===== src/hw/rtl/pct_pkg.sv =====
package pct_pkg;

	localparam int MaxPoints = 1024;
	localparam int PtW       = $clog2(MaxPoints);
	localparam int FillW     = $clog2(MaxPoints + 1);

	localparam int CfgAddrW = 2;
	localparam int CfgDataW = 32;
	localparam int InDataW  = 80;
	localparam int OutDataW = 224;
	localparam int TractW   = 48;
	localparam int SumW     = 42;
	localparam int CntW     = 11;
	localparam int RelaxW   = 17;

	localparam logic [CfgAddrW-1:0] CfgPenalty = 2'd0;
	localparam logic [CfgAddrW-1:0] CfgRelax   = 2'd1;
	localparam logic [CfgAddrW-1:0] CfgOffset  = 2'd2;

	localparam logic [31:0]       PenaltyReset = 32'd65536;
	localparam logic [RelaxW-1:0] RelaxReset   = 17'd1311;
	localparam logic [RelaxW-1:0] RelaxOne     = 17'd65536;
	localparam logic [CntW-1:0]   CountMax     = 11'd2047;

	localparam logic signed [TractW-1:0] TractMax = 48'sh7FFF_FFFF_FFFF;
	localparam logic signed [TractW-1:0] TractMin = 48'sh8000_0000_0000;
	localparam logic signed [SumW-1:0]   SumMax   = 42'sh1FF_FFFF_FFFF;
	localparam logic signed [SumW-1:0]   SumMin   = 42'sh200_0000_0000;

	typedef enum logic [2:0] {
		ST_IDLE,
		ST_PRESS,
		ST_PN,
		ST_PROD,
		ST_ACC,
		ST_DIV,
		ST_EMIT
	} pct_state_t;

	typedef struct packed {
		logic accept;
		logic press;
		logic pn;
		logic prod;
		logic acc;
		logic div_start;
		logic emit;
	} pct_cmd_t;

	typedef struct packed {
		logic comp_last;
		logic need_div;
		logic div_done;
		logic out_free;
	} pct_sts_t;

endpackage


===== src/hw/rtl/pct_ctrl.sv =====
module pct_ctrl (
	input  logic              clk,
	input  logic              arst_n,
	input  logic              s_axis_tvalid,
	output logic              s_axis_tready,
	input  pct_pkg::pct_sts_t sts,
	output pct_pkg::pct_cmd_t cmd
);
	import pct_pkg::*;

	pct_state_t state_q;
	pct_state_t state_nx;

	always_ff @(posedge clk or negedge arst_n) begin
		if (!arst_n) begin
			state_q <= ST_IDLE;
		end else begin
			state_q <= state_nx;
		end
	end

	always_comb begin
		state_nx = state_q;
		unique case (state_q)
			ST_IDLE: begin
				if (s_axis_tvalid) state_nx = ST_PRESS;
			end
			ST_PRESS: state_nx = ST_PN;
			ST_PN:    state_nx = ST_PROD;
			ST_PROD:  state_nx = ST_ACC;
			ST_ACC: begin
				if (!sts.comp_last) state_nx = ST_PN;
				else if (sts.need_div) state_nx = ST_DIV;
				else state_nx = ST_EMIT;
			end
			ST_DIV: begin
				if (sts.div_done) state_nx = ST_EMIT;
			end
			ST_EMIT: begin
				if (sts.out_free) state_nx = ST_IDLE;
			end
			default: state_nx = ST_IDLE;
		endcase
	end

	always_comb begin
		cmd           = '0;
		s_axis_tready = 1'b0;
		unique case (state_q)
			ST_IDLE: begin
				s_axis_tready = 1'b1;
				cmd.accept    = s_axis_tvalid;
			end
			ST_PRESS: cmd.press = 1'b1;
			ST_PN:    cmd.pn    = 1'b1;
			ST_PROD:  cmd.prod  = 1'b1;
			ST_ACC: begin
				cmd.acc       = 1'b1;
				cmd.div_start = sts.comp_last && sts.need_div;
			end
			ST_DIV: begin
			end
			ST_EMIT: cmd.emit = sts.out_free;
			default: begin
			end
		endcase
	end

endmodule


===== config.mk =====
export PLATFORM = sky130hd
export DESIGN_NAME = pct_ctrl
export DESIGN_NICKNAME = d
export VERILOG_FILES = /design/src/hw/rtl/pct_pkg.sv /design/src/hw/rtl/pct_ctrl.sv
export SDC_FILE = /design/constraint.sdc
export NUM_CORES = 1
export LEC_CHECK = 0
export ABC_AREA = 1
export BUFFER_PORTS_ARGS = -buffer_cell sky130_fd_sc_hd__clkbuf_2
export CORE_AREA = 2 2 39 41
export DETAILED_ROUTE_END_ITERATION = 10
export DIE_AREA = 0 0 41 43
export PLACE_DENSITY = 0.48
export SLEW_MARGIN = 20
export SYNTH_ARGS = -nofsm -noshare
export SYNTH_HDL_FRONTEND = slang
export SYNTH_SLANG_ARGS = --single-unit
export TNS_END_PERCENT = 100

===== constraint.sdc =====
create_clock -name clk -period 1.1 [get_ports clk]
set_input_delay 0.11 -clock clk [delete_from_list [all_inputs] [get_ports clk]]
set_output_delay 0.11 -clock clk [all_outputs]
set_load 0.02 [all_outputs]

Yosys cells after proc, flatten, opt, wreduce, memory -nomap -nowiden

Index checks and enable logic that the tools add are counted.

Register bits: 3
Word-level logic and storage cells: 26

Equal/unequal tests: 9
Muxes and demuxes: 13
Reductions and logical operators: 3

Operators by type and width:

| kind                                                             | number |
|---|---|
| 3-bit one-hot mux with 7 select lines                            | 1 |
| 3-bit two-way mux                                                | 4 |
| 3-bit == test (second input constant)                            | 3 |
| 3-bit by 2-bit == test with 1-bit output (second input constant) | 2 |
| 1-bit two-way mux                                                | 6 |
| 2-bit != test (second input constant)                            | 3 |
| 2-bit two-way mux                                                | 2 |
| 3-bit by 1-bit == test with 1-bit output (second input constant) | 1 |
| 3-bit zero test                                                  | 1 |
| 3-bit AND reduction                                              | 1 |
| 1-bit logical AND                                                | 1 |

Logic depth before layout (Yosys ltp)

Word-level depth: 3
Gate-level depth with buffers: 6
Depth with buffers taken out: 6

Least setup slack after synthesis

OpenSTA, ideal clock, no wires.

Path kind: reg2out
Start point: register state_q[2]
End point: output port cmd[0] (netlist name)
Arrival time: 1.055 ns
Required time: 0.990 ns
Slack: -0.065 ns
Stages on the path, launching flop included: 4
Path buffers: 1
Path through: dfrtp_1 buf_6 nand2_1 nor3b_1

RTL lines:

| what                   | RTL line       | RTL |
|---|---|---|
| from (decl)            | pct_ctrl.sv:11 | `pct_state_t state_q;` |
| from (signal assigned) | pct_ctrl.sv:18 | `state_q <= state_nx;` |
| to (decl)              | pct_ctrl.sv:7  | `output pct_pkg::pct_cmd_t cmd` |

==> flow_summary.yaml <==
run_status:
  status: "complete, but fails checks"
  violations: "negative setup slack"
critical_path:
  path_class: "flop to output pin"
  critPathTopFamily: "flip-flops"
  crit_path_max_incr_delay_ns: 0.40
  worst-path-max-fanout: 6
  start_kind: "flop"
  end_kind: "output pin"
  crit_chain: "buf_12 -> nor2_4 -> nand2_2 -> nor2_1 -> buf_4"
  crit_slowest_cell: "dfrtp_1"
  rrSetupSlack_ns: -0.09
  r2r-start: "state_q[2]"
  worstReg2RegEnd: "state_q[0]"
  critPathArrivalTime_ns: 1.18
  rr_worst_depth: 7
  crit_required_ns: 0.99
  worst-path-buf-inv: 2
floorplan:
  core.rowCount: 14
  initial_core_util: 0.221
  io_pins: 15
  die_h_um: 43
  die_w_um: 41
  die_area_um2: 1760
  core_region_area_um2: 1380
placement:
  hpwl_um: 545
  portBuffers: 14
  dp_cells: 76
  gp_congestion: 0.791
pwr:
  switching_share: 0.470
  cellPowerDensity_nw_per_um2: 2750
  p_int_mw: 0.809
  leakage_nw: 0.318
  switchingPower_mw: 0.717
  seqPwrFrac: 0.182
  ir_drop_mv: 1.15
  clkPwrFrac: 0.128
  p_comb_frac: 0.690
sta:
  final_hold_viol_count: 0
  max_freq_mhz: 773
  post-route-period-util: 1.18
  tightest_slew_ns: 0.195
  setup_viol_count_final: 11
  finalSetupTns_ns: -1.31
  period_minus_slack_ns: 1.29
  whs_ns: 0.199
  max_slew_margin: 0.870
  setup_ws_ns: -0.193
  skew_ns: 0.00123
  grt_setup_unrepaired: "true"
  slew_violations: 0
logic_synthesis:
  syn_nets: 54
  synth_area_leaders: "dfrtp_1, nand2_1, inv_1"
  synth_simple_gate_area_frac: 0.475
  synth.most_common_cell: "nand2_1"
  synthXorXnorAreaFrac: 0
  yosys.area.top_type: "dfrtp_1"
  synth_commonest_cells: "nand2_1, inv_1, nor2_1, nand3_1, dfrtp_1"
  synth-main-ff-cell: "dfrtp_1"
  synth_edf_count: 0
  synth.area.mux_share: 0
  synth_warnings: 0
  syn_area_um2: 305
  ys_seq_area_frac: 0.246
  synth_top_family_by_area: "simple AND/OR/NAND/NOR gates"
  synth_compound_area_frac: 0.0820
  synth_area_per_cell_um2: 6.50
  ys_async_sr_fraction: 1.00
  synthesis.instances: 47
  synth.top_cell.area_share: 0.246
  ys_ff_latch: 3
  ys_types: 17
  synthAdderAreaFrac: 0
final_layout:
  largest_register_ffs: 3
  instances_no_fill: 87
  nNetsFinal: 79
  n_antenna_cell: 0
  syn_to_final_growth_pct: 82.0
  drive_gt1_frac: 0.549
  regMostFlops: "state_q"
  reg_top3: "state_q x3"
global_route:
  grt_use_total: 0.0926
  grt_overflow: 0
  grt_pass1_wl_um: 1080
  grt_max_degree: 8
  first_global_vias: 254
  antenna_found_initial: 0
detailed_routing:
  first_pass_iters: 4
  avgRoutedWirePerCell_um: 9.71
  drtIter0Drc: 4
  routed_wl_um: 845
  drtAntennaViolNets: 0
  route.detailed.drc: 0
  via_per_inst: 4.32
  num_vias: 376
run:
  maxCapViolCount: 0
cts:
  cts_sinks: 3
  cts_buffer_depth: 2
  cts_max_level: 1
  tritoncts: "yes"
  clk_pin_slew_ns: 0.04
  cts_buffers: 3
  clk_latency_ns: 0.23
  cts_root_buf: "clkbuf_4"
min_path:
  hp-class: "primary input to async pin"
-- power by group through the flow --
stage               combinational, mW  sequential [mW]  clock [mW]
CTS                             0.978            0.262       0.200
global route                     1.14            0.286       0.210
global placement                0.758            0.264           0
floorplan                       0.638            0.191           0
detailed placement              0.754            0.271           0
finish                           1.05            0.278       0.195
-- what timing repair did --
item,4_1_cts,5_1_grt
hold endpoints to repair,3,0
endpoints found under the setup margin,10,11
hold buffers,1,0
setup buffers,4,3
pin swaps,3,6
gates resized for setup,15,10
-- cells in the final DEF (no fill, tap or decap), types with 2 or more instances in the layout --
cell,n
clkbuf_2,6
nor2_1,7
clkbuf_8,4
nand2_2,2
clkbuf_4,3
nand2_1,8
nor3_4,2
dfrtp_2,2
inv_1,9
nor2_2,2
buf_4,9
nand3_1,3
-- worst max-delay path by stage --
stage / startpoint / endpoint / slack, ns / cells past startpoint
2_1_floorplan: state_q[2] / cmd[6] / 0.03 / 4
6_report: state_q[2] / cmd[6] / -0.19 / 5
5_1_grt: state_q[2] / cmd[6] / -0.27 / 5
3_3_place_gp: state_q[2] / cmd[6] / 0.0006 / 5
3_5_place_dp: state_q[2] / state_q[1] / -0.01 / 5
4_1_cts: state_q[2] / cmd[6] / -0.22 / 5
-- logic make-up (layout without fill, tap and decap cells) --
group	count (synthesis)	in the layout
compound gates	3	3
flops	3	3
buf+inv	13	37
simple gates	28	28
-- cell type report --
class                      count  area (µm²)
multi-input combinational     31         194
fill                         142         828
inverter                      11        43.8
timing repair buffer          22         194
tap                           16        20.0
sequential                     3        77.6
clock buffer                   4        26.3
-- per-layer routing --
layer,wire length (µm),vias to the layer above,track usage
met2,451,8,0.122
met1,363,173,0.133
li1,-,195,-
met3,30,0,0.0314
met4,0,0,0.0400
met5,0,-,0
-- through the flow --
step	power, mW	area (µm²)	util	setup slack [ns]
global placement	1.02	402	0.290	0.000647
floorplan	0.828	310	-	0.0341
finish	1.53	556	0.401	-0.193
detailed placement	1.02	402	0.290	-0.0148
CTS	1.44	523	0.378	-0.223
global route	1.63	556	0.401	-0.269
Note: power is estimated with default switching activity, not from simulation.
